===== src/hw/rtl/spom_pkg.sv =====
package spom_pkg;

    localparam int MAX_LEN = 32;
    localparam int ADDR_W  = (MAX_LEN > 1) ? $clog2(MAX_LEN) : 1;
    localparam int CNT_W   = $clog2(MAX_LEN + 1);
    localparam int CHAR_W  = 8;

    typedef enum logic [1:0] {
        OP_LOAD_FIRST  = 2'd0,
        OP_LOAD_SECOND = 2'd1,
        OP_RUN         = 2'd2
    } op_t;

    typedef logic [ADDR_W-1:0] addr_t;
    typedef logic [CNT_W-1:0]  cnt_t;
    typedef logic [CHAR_W-1:0] char_t;

endpackage


===== src/hw/rtl/suffix_prefix_overlap_merge.sv =====
// Suffix/prefix overlap merger. Transfers with tuser = load-first or load-second append
// tdata to one of two MAX_LEN-character stores, one transfer per cycle; characters beyond
// MAX_LEN are dropped and flagged as overflow. A run transfer searches overlap lengths from
// the longest candidate down, comparing one character pair per cycle through the two store
// RAM read ports. Emission then reads each character in two steps (RAM read, output
// register), waiting for the sink to take the previous character. The input stays stalled
// from the run transfer until the last result transfer, after which both lengths and the
// overflow flag clear.
module suffix_prefix_overlap_merge
    import spom_pkg::*;
(
    input  logic        aclk,
    input  logic        aresetn,
    input  logic        s_tvalid,
    output logic        s_tready,
    input  logic [7:0]  s_tdata,   // [7:0] char_in
    input  logic [1:0]  s_tuser,   // [1:0] operation
    output logic        m_tvalid,
    input  logic        m_tready,
    output logic [7:0]  m_tdata,   // [7:0] char_out
    output logic [1:0]  m_tuser,   // [0] found, [1] overflow
    output logic        m_tlast
);

    typedef enum logic [1:0] {
        ST_IDLE,
        ST_SEARCH,
        ST_EMIT_ADDR,
        ST_EMIT_DATA
    } state_t;

    typedef enum logic {
        ST_OUT_EMPTY,
        ST_OUT_FULL
    } ostate_t;

    state_t  state_reg, state_next;
    ostate_t ost_reg, ost_next;
    cnt_t    first_cnt_reg, first_cnt_next;
    cnt_t    second_cnt_reg, second_cnt_next;
    logic    ovf_reg, ovf_next;
    addr_t   d_reg, d_next;
    addr_t   k_reg, k_next;
    logic    cmp_vld_reg, cmp_vld_next;
    logic    cmp_last_reg, cmp_last_next;
    addr_t   idx_reg, idx_next;
    logic    phase_reg, phase_next;
    char_t   out_char_reg, out_char_next;
    logic    out_found_reg, out_found_next;
    logic    out_last_reg, out_last_next;

    logic    s_xfer, m_xfer;
    op_t     op;
    logic    first_we, second_we;
    addr_t   first_raddr, second_raddr;
    char_t   first_rdata, second_rdata;
    cnt_t    min_cnt, sec_pos, head, idx_ext;
    logic    is_last;

    assign s_tready = (state_reg == ST_IDLE) && (ost_reg == ST_OUT_EMPTY);
    assign s_xfer   = s_tvalid && s_tready;
    assign m_tvalid = (ost_reg == ST_OUT_FULL);
    assign m_xfer   = m_tvalid && m_tready;
    assign m_tdata  = out_char_reg;
    assign m_tuser  = {ovf_reg, out_found_reg};
    assign m_tlast  = out_last_reg;
    assign op       = op_t'(s_tuser);

    assign min_cnt  = (first_cnt_reg < second_cnt_reg) ? first_cnt_reg : second_cnt_reg;
    assign sec_pos  = second_cnt_reg - cnt_t'(d_reg) + cnt_t'(k_reg);
    assign head     = second_cnt_reg - cnt_t'(d_reg);
    assign idx_ext  = cnt_t'(idx_reg);
    assign is_last  = phase_reg && (idx_ext + cnt_t'(1) == head);

    // Loads only happen while idle and reads only during a run, so no forwarding is needed.
    assign first_we     = s_xfer && (op == OP_LOAD_FIRST) && (first_cnt_reg < cnt_t'(MAX_LEN));
    assign second_we    = s_xfer && (op == OP_LOAD_SECOND) && (second_cnt_reg < cnt_t'(MAX_LEN));
    assign first_raddr  = (state_reg == ST_SEARCH) ? k_reg : idx_reg;
    assign second_raddr = (state_reg == ST_SEARCH) ? sec_pos[ADDR_W-1:0] : idx_reg;

    spom_ram #(.WIDTH(CHAR_W), .DEPTH(MAX_LEN)) u_first_ram (
        .aclk  (aclk),
        .we    (first_we),
        .waddr (first_cnt_reg[ADDR_W-1:0]),
        .wdata (s_tdata),
        .raddr (first_raddr),
        .rdata (first_rdata)
    );

    spom_ram #(.WIDTH(CHAR_W), .DEPTH(MAX_LEN)) u_second_ram (
        .aclk  (aclk),
        .we    (second_we),
        .waddr (second_cnt_reg[ADDR_W-1:0]),
        .wdata (s_tdata),
        .raddr (second_raddr),
        .rdata (second_rdata)
    );

    always_comb begin
        state_next      = state_reg;
        ost_next        = ost_reg;
        first_cnt_next  = first_cnt_reg;
        second_cnt_next = second_cnt_reg;
        ovf_next        = ovf_reg;
        d_next          = d_reg;
        k_next          = k_reg;
        cmp_vld_next    = cmp_vld_reg;
        cmp_last_next   = cmp_last_reg;
        idx_next        = idx_reg;
        phase_next      = phase_reg;
        out_char_next   = out_char_reg;
        out_found_next  = out_found_reg;
        out_last_next   = out_last_reg;

        if (m_xfer) begin
            ost_next = ST_OUT_EMPTY;
            if (out_last_reg) begin
                first_cnt_next  = '0;
                second_cnt_next = '0;
                ovf_next        = 1'b0;
            end
        end

        unique case (state_reg)
            ST_IDLE: begin
                if (s_xfer) begin
                    case (op)
                        OP_LOAD_FIRST: begin
                            if (first_we) begin
                                first_cnt_next = first_cnt_reg + cnt_t'(1);
                            end else begin
                                ovf_next = 1'b1;
                            end
                        end
                        OP_LOAD_SECOND: begin
                            if (second_we) begin
                                second_cnt_next = second_cnt_reg + cnt_t'(1);
                            end else begin
                                ovf_next = 1'b1;
                            end
                        end
                        OP_RUN: begin
                            if (min_cnt < cnt_t'(2)) begin
                                ost_next       = ST_OUT_FULL;
                                out_char_next  = '0;
                                out_found_next = 1'b0;
                                out_last_next  = 1'b1;
                            end else begin
                                state_next   = ST_SEARCH;
                                d_next       = addr_t'(min_cnt - cnt_t'(1));
                                k_next       = '0;
                                cmp_vld_next = 1'b0;
                            end
                        end
                        default: begin
                        end
                    endcase
                end
            end
            ST_SEARCH: begin
                if (cmp_vld_reg && (first_rdata != second_rdata)) begin
                    cmp_vld_next = 1'b0;
                    k_next       = '0;
                    if (d_reg == addr_t'(1)) begin
                        state_next     = ST_IDLE;
                        ost_next       = ST_OUT_FULL;
                        out_char_next  = '0;
                        out_found_next = 1'b0;
                        out_last_next  = 1'b1;
                    end else begin
                        d_next = d_reg - addr_t'(1);
                    end
                end else if (cmp_vld_reg && cmp_last_reg) begin
                    cmp_vld_next = 1'b0;
                    state_next   = ST_EMIT_ADDR;
                    idx_next     = d_reg;
                    phase_next   = 1'b0;
                end else begin
                    cmp_vld_next  = 1'b1;
                    cmp_last_next = (k_reg == d_reg - addr_t'(1));
                    k_next        = k_reg + addr_t'(1);
                end
            end
            ST_EMIT_ADDR: begin
                if (ost_reg == ST_OUT_EMPTY || m_xfer) begin
                    state_next = ST_EMIT_DATA;
                end
            end
            ST_EMIT_DATA: begin
                ost_next       = ST_OUT_FULL;
                out_char_next  = phase_reg ? second_rdata : first_rdata;
                out_found_next = 1'b1;
                out_last_next  = is_last;
                state_next     = is_last ? ST_IDLE : ST_EMIT_ADDR;
                if (!phase_reg && (idx_ext + cnt_t'(1) == first_cnt_reg)) begin
                    phase_next = 1'b1;
                    idx_next   = '0;
                end else begin
                    idx_next = idx_reg + addr_t'(1);
                end
            end
            default: begin
                state_next = ST_IDLE;
            end
        endcase
    end

    always_ff @(posedge aclk) begin
        if (!aresetn) begin
            state_reg      <= ST_IDLE;
            ost_reg        <= ST_OUT_EMPTY;
            first_cnt_reg  <= '0;
            second_cnt_reg <= '0;
            ovf_reg        <= 1'b0;
            cmp_vld_reg    <= 1'b0;
        end else begin
            state_reg      <= state_next;
            ost_reg        <= ost_next;
            first_cnt_reg  <= first_cnt_next;
            second_cnt_reg <= second_cnt_next;
            ovf_reg        <= ovf_next;
            cmp_vld_reg    <= cmp_vld_next;
        end
        d_reg         <= d_next;
        k_reg         <= k_next;
        cmp_last_reg  <= cmp_last_next;
        idx_reg       <= idx_next;
        phase_reg     <= phase_next;
        out_char_reg  <= out_char_next;
        out_found_reg <= out_found_next;
        out_last_reg  <= out_last_next;
    end

`ifndef SYNTHESIS
    a_no_accept_while_busy: assert property (@(posedge aclk) disable iff (!aresetn)
        m_tvalid |-> !s_tready)
        else $error("input accepted while a result is pending");

    a_count_bound: assert property (@(posedge aclk) disable iff (!aresetn)
        (first_cnt_reg <= cnt_t'(MAX_LEN)) && (second_cnt_reg <= cnt_t'(MAX_LEN)))
        else $error("string length beyond capacity");

    a_clear_after_run: assert property (@(posedge aclk) disable iff (!aresetn)
        (m_xfer && m_tlast) |=> (first_cnt_reg == '0) && (second_cnt_reg == '0) && !ovf_reg)
        else $error("lengths not cleared after final transfer");

    a_search_order: assert property (@(posedge aclk) disable iff (!aresetn)
        (state_reg == ST_SEARCH && state_next == ST_SEARCH && cmp_vld_next)
            |-> (k_reg < d_reg))
        else $error("compare index beyond overlap length");
`endif

endmodule


===== src/hw/rtl/spom_ram.sv =====
module spom_ram #(
    parameter int WIDTH = 8,
    parameter int DEPTH = 32
) (
    input  logic                     aclk,
    input  logic                     we,
    input  logic [$clog2(DEPTH)-1:0] waddr,
    input  logic [WIDTH-1:0]         wdata,
    input  logic [$clog2(DEPTH)-1:0] raddr,
    output logic [WIDTH-1:0]         rdata
);

    logic [WIDTH-1:0] mem [DEPTH];
    logic [WIDTH-1:0] rdata_reg;

    always_ff @(posedge aclk) begin
        if (we) begin
            mem[waddr] <= wdata;
        end
        rdata_reg <= mem[raddr];
    end

    assign rdata = rdata_reg;

endmodule


===== config.mk =====
export PLATFORM = sky130hd
export DESIGN_NAME = suffix_prefix_overlap_merge
export DESIGN_NICKNAME = d
export VERILOG_FILES = /design/src/hw/rtl/spom_pkg.sv /design/src/hw/rtl/suffix_prefix_overlap_merge.sv /design/src/hw/rtl/spom_ram.sv
export SDC_FILE = /design/constraint.sdc
export NUM_CORES = 1
export LEC_CHECK = 0
export ABC_AREA = 1
export ABC_CLOCK_PERIOD_IN_PS = 8950
export BUFFER_PORTS_ARGS = -buffer_cell sky130_fd_sc_hd__buf_2
export CAP_MARGIN = 20
export CORE_MARGIN = 2
export CORE_UTILIZATION = 35
export DETAILED_ROUTE_END_ITERATION = 16
export GPL_ROUTABILITY_DRIVEN = 0
export GPL_TIMING_DRIVEN = 0
export HOLD_SLACK_MARGIN = 0.03
export PLACE_DENSITY = 0.57
export SYNTH_ARGS = -nofsm -noshare
export SYNTH_HDL_FRONTEND = slang
export SYNTH_HIERARCHICAL = 1
export SYNTH_SLANG_ARGS = --single-unit

===== constraint.sdc =====
create_clock -name aclk -period 8.95 [get_ports aclk]
set_input_delay 1.79 -clock aclk [delete_from_list [all_inputs] [get_ports aclk]]
set_output_delay 1.79 -clock aclk [all_outputs]
set_load 0.01 [all_outputs]

# Word level (Yosys, flattened, before mapping)
# Memories as Yosys holds them, arrays and structs flattened. A register that Yosys moved wholly into a read port is not among the register bits.
# Index checks and enable logic that the tools add are counted.
dict set report totals {
  regBits 44
  latch_bits 0
  mem_bits_rw 512
  mem_bits_ro 0
  in_bits 14
  output_inout_bits 13
  memories 2
}
# memory words word_bits read_ports rd_clocked_by_memory_dff write_ports line_no
set memory_table {}
lappend memory_table {u_first_ram.mem 32 8 1 1 1 spom_ram.sv:13} ;# logic [WIDTH-1:0] mem [DEPTH];
lappend memory_table {u_second_ram.mem 32 8 1 1 1 spom_ram.sv:13}
dict set report classes {
  n_addsub 9
  n_mul 0
  div 0
  order_cmp 4
  n_eq_ne 24
  n_shift 0
  n_mux 87
  bitwise 3
  reduce_logical 26
}
# cell count
set op_table {}
lappend op_table {{2-to-1 mux 6 bit} 13}
lappend op_table {{2-to-1 mux 5 bit} 15}
lappend op_table {{2-to-1 mux 8 bit} 6}
lappend op_table {{2-to-1 mux 1 bit} 34}
lappend op_table {{case mux 5 bit (2 select lines)} 3}
lappend op_table {{case mux 8 bit (3 select lines)} 1}
lappend op_table {{AND reduction 6 bit} 3}
lappend op_table {{2-to-1 mux 2 bit} 8}
lappend op_table {{adder 6 x 1 -> 6 bit (second input constant)} 2}
lappend op_table {{equality test 6 bit} 2}
lappend op_table {{less-than comparator 6 bit (second input constant)} 2}
lappend op_table {{!= test 2 bit (second input constant)} 6}
lappend op_table {{logical AND 1 bit} 11}
lappend op_table {{adder 5 x 1 -> 5 bit (second input constant)} 2}
lappend op_table {{!= test 2 x 1 -> 1 bit (second input constant)} 5}
lappend op_table {{subtractor 5 x 1 -> 5 bit (second input constant)} 2}
lappend op_table {{case mux 1 bit (3 select lines)} 3}
lappend op_table {{!= test 8 bit} 1}
lappend op_table {{case mux 2 bit (4 select lines)} 1}
lappend op_table {{AND reduction 4 bit} 2}
lappend op_table {{adder 5 x 1 -> 6 bit (second input constant)} 1}
lappend op_table {{equality test 2 bit (second input constant)} 3}
lappend op_table {{less-than comparator 6 x 2 -> 1 bit (second input constant)} 1}
lappend op_table {{less-than comparator 6 bit} 1}
lappend op_table {{other kinds (17)} 25}

# Longest topological paths before layout
# Gate-level depths: netlist of the first run.
dict set report depth {
  depth_word 9
  depth_mapped 18
  ltp_nobuf 16
}

# By module
# The synthesis of the first run kept the hierarchy.
# module instances cells_each area_per_inst_um2
set by_module_without_submodules {}
lappend by_module_without_submodules {spom_ram 2 922 10786.6}
lappend by_module_without_submodules {suffix_prefix_overlap_merge 1 436 3368.2}

# Worst setup path before layout of the first run
# OpenSTA, ideal clock, no wires.
dict set report synth_path {
  path_kind {input to register}
  start {in s_tvalid}
  end {reg out_char_reg[0] (netlist: m_tdata[0]), enable pin}
  setup_time_ns 0.393
  arrival_ns 2.949
  path_slack_ns 5.608
  path_stages 4
  cell_sequence {nand2_4 > nor3_1 > nand3_1 > a211oi_1}
}
dict set report synth_via {
  elab_chain_cells 3
}
# element line_no
set synth_rtl {}
lappend synth_rtl {{from (decl)} suffix_prefix_overlap_merge.sv:14} ;# input logic s_tvalid,
lappend synth_rtl {{logical AND 1 bit} suffix_prefix_overlap_merge.sv:61} ;# assign s_xfer = s_tvalid && s_tready;
lappend synth_rtl {{!= test 2 bit (no line)} -}
lappend synth_rtl {{AND reduction 6 bit (no line)} -}
lappend synth_rtl {{to (signal assigned)} suffix_prefix_overlap_merge.sv:229} ;# out_char_reg <= out_char_next;
lappend synth_rtl {{to (decl)} suffix_prefix_overlap_merge.sv:48} ;# char_t out_char_reg, out_char_next;
# No other way between the ends.
# A chain may end at the register's enable or synchronous reset.

# Final worst setup path of the first run
dict set report layout_path {
  start {reg second_cnt_reg[0]}
  end {reg u_second_ram.rdata_reg[5] (netlist: u_second_ram/rdata[5]), read port of u_second_ram.mem}
}
dict set report layout_via {
  elab_chain_cells 3
}
# element line_no
set layout_rtl {}
lappend layout_rtl {{from (decl)} suffix_prefix_overlap_merge.sv:40} ;# cnt_t second_cnt_reg, second_cnt_next;
lappend layout_rtl {{from (signal assigned)} suffix_prefix_overlap_merge.sv:220} ;# second_cnt_reg <= second_cnt_next;
lappend layout_rtl {{subtractor 6 x 5 -> 6 bit} -}
lappend layout_rtl {{adder 5 bit} suffix_prefix_overlap_merge.sv:70} ;# assign sec_pos = second_cnt_reg - cnt_t'(d_reg) + cnt_t'(k_reg);
lappend layout_rtl {{2-to-1 mux 5 bit} suffix_prefix_overlap_merge.sv:79} ;# assign second_raddr = (state_reg == ST_SEARCH) ? sec_pos[ADDR_W-1:0] : idx_reg;
lappend layout_rtl {{named net second_raddr[2]} suffix_prefix_overlap_merge.sv:55} ;# addr_t first_raddr, second_raddr;
lappend layout_rtl {{to (decl)} spom_ram.sv:14} ;# logic [WIDTH-1:0] rdata_reg;
# The timed path passes the listed nets, and every way through them passes these cells.

==> results of run 1 <==
## routing by layer
metal	vias up	share of wire [%]	global-route usage (%)
li1	8037	-	-
met1	8285	44	25.2
met4	0	2.7	5.07
met3	131	6.5	2.34
met2	604	47	29.0
met5	-	0	0
## path summary, 6_finish.rpt
kind,startpoint,endpoint,slack [ns],depth (start not counted)
worst max-delay path,second_cnt_reg[0],u_second_ram/rdata[5],5.06,16
worst min-delay path,first_cnt_reg[5],first_cnt_reg[5],0.54,2
worst max register to register,second_cnt_reg[0],u_second_ram/rdata[5],5.06,16
worst min register to register,first_cnt_reg[5],first_cnt_reg[5],0.54,2
## area by class of cell
cell class              count  area share [%]
multi-input cells        1520            24.5
clock inverters            28            1.23
flip-flops and latches    572            59.4
well taps                 940            4.15
plain buffers             114            3.08
clock buffers              79            5.94
diodes                      1         0.00882
repair buffers             30           0.741
inverters                  74           0.988
## worst reg2reg max path, cell delays in order, from the launching register on
cell and delay, ns:
dfxtp_1 0.57, inv_1 0.09, ha_1 0.23, fa_1 0.56
inv_1 0.10, fa_1 0.41, a21oi_1 0.14, o21ai_0 0.09
nand2_1 0.06, clkbuf_1 0.29, buf_1 0.56, nand3_1 0.25
nand2_1 0.15, nand2_1 0.06, nand2_1 0.06, nand2_1 0.06
nand2_1 0.14
## kinds of logic after synthesis
logic type | share of synthesized area, %
adders and majority gates | 1.21
buffers and inverters | 4.63
and+or+nand+nor | 23.6
muxes | 0.0803
AOI/OAI and AO/OA | 1.70
xor gates and xnor gates | 1.19
DFF | 67.5
## metrics by stage
step / area [µm²] / total power (W)
after global placement: 26200 / 0.00333
after floorplan: 24900 / 0.00320
after global routing: 28400 / 0.00602
after CTS: 28400 / 0.00588
final: 28400 / 0.00583
after detailed placement: 26300 / 0.00333
## Yosys cell counts (3+ instances only)
| cell | instances | area share, % |
|---|---|---|
| a21oi_1 | 32 | 0.64 |
| buf_1 | 4 | 0.060 |
| buf_2 | 32 | 0.64 |
| buf_4 | 10 | 0.30 |
| buf_6 | 49 | 2.2 |
| clkbuf_1 | 19 | 0.29 |
| dfxtp_1 | 33 | 2.6 |
| edfxtp_1 | 539 | 65 |
| ha_1 | 21 | 1.1 |
| inv_1 | 67 | 1.0 |
| inv_2 | 6 | 0.090 |
| nand2_1 | 827 | 12 |
| nand2_2 | 4 | 0.10 |
| nand3_1 | 433 | 8.7 |
| nor2_1 | 99 | 1.5 |
| nor2_4 | 3 | 0.14 |
| nor3_1 | 5 | 0.10 |
| nor3_2 | 3 | 0.12 |
| o21ai_0 | 20 | 0.40 |
| o22ai_1 | 5 | 0.13 |
| xnor2_1 | 14 | 0.49 |
| xor2_1 | 20 | 0.70 |
## power by group through the flow
stage / clock network [W] / logic (W) / registers [W]
after detailed placement: 0 / 0.000319 / 0.00302
after global routing: 0.00271 / 0.000354 / 0.00296
after CTS: 0.00260 / 0.000321 / 0.00296
after global placement: 0 / 0.000310 / 0.00302
final: 0.00256 / 0.000320 / 0.00296
after floorplan: 0 / 0.000186 / 0.00301
==> flow_summary.yaml, run 1 <==
sta:
  finalSetupTns_ns: 0
  tightest_slew_ns: 1.06
  final-hold-violation-count: 0
  finalCriticalPeriod_ns: 3.89
  max_freq_mhz: 257
  fin_crit_sh_pct: 43.4
  setup_ws_ns: 5.06
  finalSetupViolations: 0
  hold_slack_ns: 0.540
  finClkSkew_ns: 0.0225
  slew_headroom_pct: 28.9
  drv_slew: 0
  grt_setup_unrepaired: "false"
critical_path:
  crit_path_frequent_cell: "nand2_1"
  crit_path_max_fanout: 10
  critPathKind: "reg2reg"
  cp_slowest_cell: "dfxtp_1"
  cp_top_family: "adder cells"
  end_kind: "register"
  worstPathArrival_ns: 4.42
  path_buf_inv: 4
  slowest_delay_ns: 0.57
  required_ns: 9.49
  path_cells: "inv_1 -> ha_1 -> fa_1 -> inv_1 -> fa_1 -> a21oi_1 -> o21ai_0 -> nand2_1 -> clkbuf_1 -> buf_1 -> nand3_1 -> nand2_1 -> nand2_1 -> nand2_1 -> nand2_1 -> nand2_1"
  start_kind: "register"
cells_and_area:
  final_cell_mix: "nand2_1, edfxtp_1, nand3_1"
  fin_cells: 3358
  syn2layout_area_growth_pct: 13.7
  fill_cells: 6695
  largestRegisters: "u_first_ram/mem: 256 flops, u_second_ram/mem: 256 flops"
  final_core_util_pct: 40.4
  final_common_cell: "nand2_1"
  num-nets-final: 2406
  multiInputGateArea_mm2: 0.00695
  register_area_mm2: 0.0168
  drive_gt1_share_pct: 10.3
power:
  p_int_w: 0.00456
  pwr-share-comb_pct: 5.5
  seqPwrFrac_pct: 50.7
  vdd_drop_max_v: 0.000176
  p_sw_w: 0.00127
  p_leak_nw: 10.5
  switching_share_pct: 21.8
  power.density_mw_per_mm2: 206
  pwr-share-clk_pct: 43.8
logic_synthesis:
  synth_nets: 2317
  yosys_warnings: 6
  async_flop_share_pct: 0
  syn_avg_cell_area_um2: 10.9
  syn_inst: 2280
  synth_ff_type: "edfxtp_1"
  synth_edf_count: 539
  ys_seq_area_share_pct: 67.5
  yosys_register_bits: 572
  yosysUniqueCellTypes: 47
  syn-cell-area_mm2: 0.0249
floorplan:
  die_h_um: 271
  num_io_pins: 27
  die_w_um: 271
  rows: 97
  coreArea_mm2: 0.0703
  start_util_pct: 35.5
  die_area_mm2: 0.0734
placement:
  port_buffers: 26
  place_hpwl_mm: 45.0
  pre_cts_slack_ns: 4.63
  dp.cells: 3250
global_route:
  antenna_found_initial: 0
  grt_pass1_wl_mm: 101
  grt_usage_pct: 17.9
  gr-total-overflow: 0
  grt_pass1_vias: 16500
  grt_max_degree: 65
drt:
  avgRoutedWirePerCell_um: 19.9
  drt_iter0_markers: 1742
  viasPerCell: 5.08
  ant_nets: 0
  drc: 0
  drt_wl_total_mm: 66.7
  drtPass1Iterations: 5
  vias: 17100
clocking:
  clk_latency_ns: 0.63
  post_cts_resized: 0
  cts.path.max_buffers: 3
  h-tree-depth: 2
  clock_sinks: 572
  numCtsBuffers: 57
  post_cts_buffers: 0
  cts_root_buffer: "clkbuf_16"
  clkTransAtPathRegs_ns: 0.06
  cts_hold_buffers: 0
  cts_tree: "built"
job:
  drv_cap: 0
status:
  status: "finished, final reports clean"
hold_path:
  hold_class: "reg2reg"
(Power assumes the default switching activity.)
==> run 2, diff against run 1 <==
--- a/config.mk
+++ b/config.mk
@@ -6,7 +6,7 @@
 export NUM_CORES = 1
 export LEC_CHECK = 0
 export ABC_AREA = 1
-export ABC_CLOCK_PERIOD_IN_PS = 8950
+export ABC_CLOCK_PERIOD_IN_PS = 3940
 export BUFFER_PORTS_ARGS = -buffer_cell sky130_fd_sc_hd__buf_2
 export CAP_MARGIN = 20
 export CORE_MARGIN = 2
==> constraint.sdc (replaced) <==
create_clock -name aclk -period 3.94 [get_ports aclk]
set_input_delay 0.788 -clock aclk [delete_from_list [all_inputs] [get_ports aclk]]
set_output_delay 0.788 -clock aclk [all_outputs]
set_load 0.01 [all_outputs]
==> flow_summary.yaml, run 2 (synthesis gave the netlist of run 1 again) <==
status:
  status: "finished, final reports clean"
clocking:
  cts_tree: "built"
  cts_hold_buffers: 0
  cts.path.max_buffers: 3
  clk_latency_ns: 0.63
  post_cts_resized: 0
  clkTransAtPathRegs_ns: 0.06
  clock_sinks: 572
  cts_root_buffer: "clkbuf_16"
  numCtsBuffers: 57
  post_cts_buffers: 0
  h-tree-depth: 2
floorplan:
  die_area_mm2: 0.0734
  die_w_um: 271
  die_h_um: 271
  start_util_pct: 35.5
  rows: 97
  coreArea_mm2: 0.0703
  num_io_pins: 27
critical_path:
  r2r_start: "second_cnt_reg[1]"
  required_ns: 4.42
  start_kind: "register"
  worstPathArrival_ns: 4.16
  critPathKind: "reg2reg"
  reg2regPathDepth: 15
  reg2reg_slack_ns: 0.26
  end_kind: "register"
  crit_path_start: "second_cnt_reg[1]"
  r2r_end: "u_second_ram/rdata[3]"
  crit_path_max_fanout: 10
cells_and_area:
  num-nets-final: 2406
  final_cell_mix: "nand2_1, edfxtp_1, nand3_1"
  syn2layout_area_growth_pct: 13.8
  largestRegisters: "u_first_ram/mem: 256 flops, u_second_ram/mem: 256 flops"
  final_core_util_pct: 40.4
  final_common_cell: "nand2_1"
  drive_gt1_share_pct: 10.6
  fill_cells: 6699
global_route:
  gr-total-overflow: 0
  antenna_found_initial: 0
  grt_pass1_vias: 16500
  grt_max_degree: 65
  grt_usage_pct: 17.9
  grt_pass1_wl_mm: 101
drt:
  drtPass1Iterations: 6
  drt_wl_total_mm: 66.7
  vias: 17000
  drc: 0
  drt_iter0_markers: 1670
  avgRoutedWirePerCell_um: 19.9
  viasPerCell: 5.07
  ant_nets: 0
sta:
  finalCriticalPeriod_ns: 3.68
  max_freq_mhz: 272
  finalSetupViolations: 0
  final-hold-violation-count: 0
  slew_headroom_pct: 29.4
  finClkSkew_ns: 0.0217
  tightest_slew_ns: 1.05
  grt_setup_unrepaired: "false"
  drv_slew: 0
  fin_crit_sh_pct: 93.4
hold_path:
  hold_path_depth: 3
  hold_path_end: "cmp_vld_reg"
  hold_class: "in2reg"
  min-delay-start: "aresetn"
placement:
  port_buffers: 26
  place_hpwl_mm: 45.0
power:
  power.total_w: 0.0132
  vdd_drop_max_v: 0.000399
  power.density_mw_per_mm2: 467
  p_leak_nw: 10.5
job:
  drv_cap: 0
[run 2: where the power goes]
group          leakage, nW  total [W]  internal [W]  switching [W]
combinational         4.41   0.000728      0.000216       0.000513
clock                 1.01    0.00580       0.00346        0.00233
sequential            5.12    0.00672       0.00669      0.0000362
[run 2: how the worst max path moves through the flow]
stage | slack [ns] | end | depth (start not counted)
global route | 0.08 | u_second_ram/rdata[5] | 16
global placement | -0.14 | m_tdata[0] | 11
floorplan | 0.98 | m_tdata[0] | 11
finish | 0.26 | u_second_ram/rdata[3] | 15
detailed placement | 0.14 | u_second_ram/rdata[4] | 16
CTS | 0.12 | u_second_ram/rdata[4] | 16
[run 2: final cells by class]
class	instances	area (µm²)	share of cell area (%)
inverters	74	280	0.988
well taps	940	1180	4.14
diodes	1	2.50	0.00882
flip-flops and latches	572	16800	59.4
clock inverters	28	349	1.23
repair buffers	30	210	0.741
multi-input cells	1520	6950	24.5
plain buffers	114	878	3.10
clock buffers	79	1690	5.94
[run 2: metal layers]
metal  share of wire (%)  vias to the layer above  global-route usage (%)  wire [µm]
li1                    -                     8039                       -          -
met3                 6.2                      122                    2.34       4120
met2                  47                      586                    29.0      31100
met5                   0                        -                       0          0
met4                 2.6                        0                    5.07       1720
met1                  45                     8278                    25.2      29700
[run 2: stage by stage]
| step | instance area [µm²] | std cells | hold slack [ns] | TNS [ns] | setup slack, ns |
|---|---|---|---|---|---|
| detailed placement | 26300 | 3250 | 0.529 | 0 | 0.143 |
| global route | 28400 | 3357 | 0.484 | 0 | 0.0830 |
| floorplan | 24900 | 2280 | 0.476 | 0 | 0.975 |
| CTS | 28400 | 3357 | 0.453 | 0 | 0.121 |
| finish | 28400 | 3358 | 0.493 | 0 | 0.259 |
| global placement | 26200 | 3246 | 0.514 | -1.39 | -0.140 |
[run 2: critical path: stages (launching register included)]
cell     delay, ns
dfxtp_1       0.55
inv_1         0.17
fa_1          0.63
inv_1         0.10
fa_1          0.49
nand2_1       0.05
nand2_1       0.14
buf_2         0.32
buf_2         0.37
nand3_1       0.17
nand3_1       0.14
nand2_1       0.06
nand2_1       0.07
nand2_1       0.06
nand2_1       0.09
nand2_1       0.11
==> run 3, diff against run 2 <==
--- a/config.mk
+++ b/config.mk
@@ -6,7 +6,7 @@
 export NUM_CORES = 1
 export LEC_CHECK = 0
 export ABC_AREA = 1
-export ABC_CLOCK_PERIOD_IN_PS = 3940
+export ABC_CLOCK_PERIOD_IN_PS = 3350
 export BUFFER_PORTS_ARGS = -buffer_cell sky130_fd_sc_hd__buf_2
 export CAP_MARGIN = 20
 export CORE_MARGIN = 2
@@ -15,7 +15,7 @@
 export GPL_ROUTABILITY_DRIVEN = 0
 export GPL_TIMING_DRIVEN = 0
 export HOLD_SLACK_MARGIN = 0.03
-export PLACE_DENSITY = 0.57
+export PLACE_DENSITY = 0.59
 export SYNTH_ARGS = -nofsm -noshare
 export SYNTH_HDL_FRONTEND = slang
 export SYNTH_HIERARCHICAL = 1
==> constraint.sdc (replaced) <==
create_clock -name aclk -period 3.35 [get_ports aclk]
set_input_delay 0.67 -clock aclk [delete_from_list [all_inputs] [get_ports aclk]]
set_output_delay 0.67 -clock aclk [all_outputs]
set_load 0.01 [all_outputs]
==> flow_summary.yaml, run 3 (synthesis gave the netlist of run 1 again) <==
critical_path:
  path_cells: "inv_1 -> ha_1 -> fa_2 -> inv_1 -> fa_1 -> nand2_1 -> nand2_2 -> buf_6 -> buf_6 -> nand3_1 -> nand3_1 -> nand2_1 -> nand2_1 -> nand2_1 -> nand2_1 -> nand2_1"
  slowest_delay_ns: 0.56
  worstPathArrival_ns: 3.69
  cp_slowest_cell: "fa_2"
  start_kind: "register"
  required_ns: 3.84
  crit_path_frequent_cell: "nand2_1"
  critPathKind: "reg2reg"
  r2r_start: "second_cnt_reg[0]"
  crit_path_start: "second_cnt_reg[0]"
  crit_path_max_fanout: 10
  end_kind: "register"
cells_and_area:
  drive_gt1_share_pct: 11.1
  insertedDiodeCount: 0
  fin_cells: 3362
  final_common_cell: "nand2_1"
  largestRegisters: "u_first_ram/mem: 256 flops, u_second_ram/mem: 256 flops"
  syn2layout_area_growth_pct: 13.9
  final_cell_mix: "nand2_1, edfxtp_1, nand3_1"
  fill_cells: 6659
  multiInputGateArea_mm2: 0.00697
  register_area_mm2: 0.0169
  num-nets-final: 2412
power:
  vdd_drop_max_v: 0.000405
  p_leak_nw: 10.5
  power.total_w: 0.0153
  power.density_mw_per_mm2: 538
floorplan:
  die_w_um: 271
  coreArea_mm2: 0.0703
  start_util_pct: 35.5
  die_h_um: 271
  rows: 97
  num_io_pins: 27
  die_area_mm2: 0.0734
sta:
  finalSetupViolations: 0
  fin_crit_sh_pct: 95.4
  slew_headroom_pct: 33.1
  drv_slew: 0
  finalCriticalPeriod_ns: 3.20
  tightest_slew_ns: 0.995
  max_freq_mhz: 313
  grt_setup_unrepaired: "false"
  setup_ws_ns: 0.155
  finClkSkew_ns: 0.0184
  final-hold-violation-count: 0
clocking:
  cts_tree: "built"
  clk_latency_ns: 0.62
  clock_sinks: 572
  numCtsBuffers: 56
  h-tree-depth: 2
  cts_hold_buffers: 0
  cts.path.max_buffers: 3
  cts_root_buffer: "clkbuf_16"
  clkTransAtPathRegs_ns: 0.06
drt:
  wl_met2_mm: 30.7
  top_layer_used: "met4"
  drt_iter0_markers: 1771
  vias: 17100
  drc: 0
  viasPerCell: 5.09
  drtPass1Iterations: 6
  drt_wl_total_mm: 65.9
  ant_nets: 0
  m1WireLength_mm: 28.9
  avgRoutedWirePerCell_um: 19.6
  wl_met3_mm: 4.19
global_route:
  gr-total-overflow: 0
  grt_pass1_vias: 16400
  grt_usage_pct: 17.6
  grt_pass1_wl_mm: 99.0
  antenna_found_initial: 2
  grt_max_degree: 65
hold_path:
  hold_class: "in2reg"
  min-delay-start: "aresetn"
placement:
  place_hpwl_mm: 45.1
  pre_cts_slack_ns: -0.456
  dp.cells: 3252
  port_buffers: 26
status:
  status: "finished, final reports clean"
job:
  drv_cap: 0
-- run 3: worst max-delay path: cells and delay by family (launching register included) --
family	cells	cell delay, ns
simple gates	9	0.87
fa+ha+maj	3	1.27
buf+inv	4	0.49
flops	1	0.42
-- run 3: worst paths after layout --
path	endpoint	slack [ns]	depth (start not counted)
max	u_second_ram/rdata[5]	0.15	16
max reg2reg	u_second_ram/rdata[5]	0.15	16
min reg2reg	first_cnt_reg[5]	0.52	2
min	cmp_vld_reg	0.36	3
-- run 3: what timing repair did --
item,in CTS,in global routing
cloned,0,0
buffers inserted,1,5
setup endpoints to repair,8,11
pin swaps,1,4
resized for setup,21,36
-- run 3: final cells by class --
cell class                      instances  area share [%]
Clock inverter                         36            1.40
Clock buffer                           69            5.26
Sequential cell                       572            59.3
Inverter                               74           0.996
Multi-Input combinational cell       1520            24.5
Buffer                                113            3.30
Tap cell                              940            4.14
Timing Repair Buffer                   38            1.04
-- run 3: through the flow --
| step | cell area [µm²] | TNS, ns | util, % | hold slack, ns |
|---|---|---|---|---|
| 2_1_floorplan | 24900 | 0 | - | 0.476 |
| 3_3_place_gp | 26200 | -10.61 | 37.4 | 0.512 |
| 3_5_place_dp | 26400 | -3.38 | 37.5 | 0.504 |
| 4_1_cts | 28300 | 0 | 40.3 | 0.329 |
| 5_1_grt | 28400 | 0 | 40.4 | 0.357 |
| 6_report | 28400 | 0 | 40.4 | 0.357 |
-- run 3: per-layer routing --
layer | up-vias | GRT usage [%]
li1 | 8050 | -
met1 | 8331 | 24.1
met2 | 613 | 28.3
met3 | 134 | 2.71
met4 | 0 | 6.59
met5 | - | 0
-- run 3: where the power goes --
group,switching (W),internal (W)
registers,0.0000421,0.00786
logic,0.000611,0.000272
clock network,0.00270,0.00378
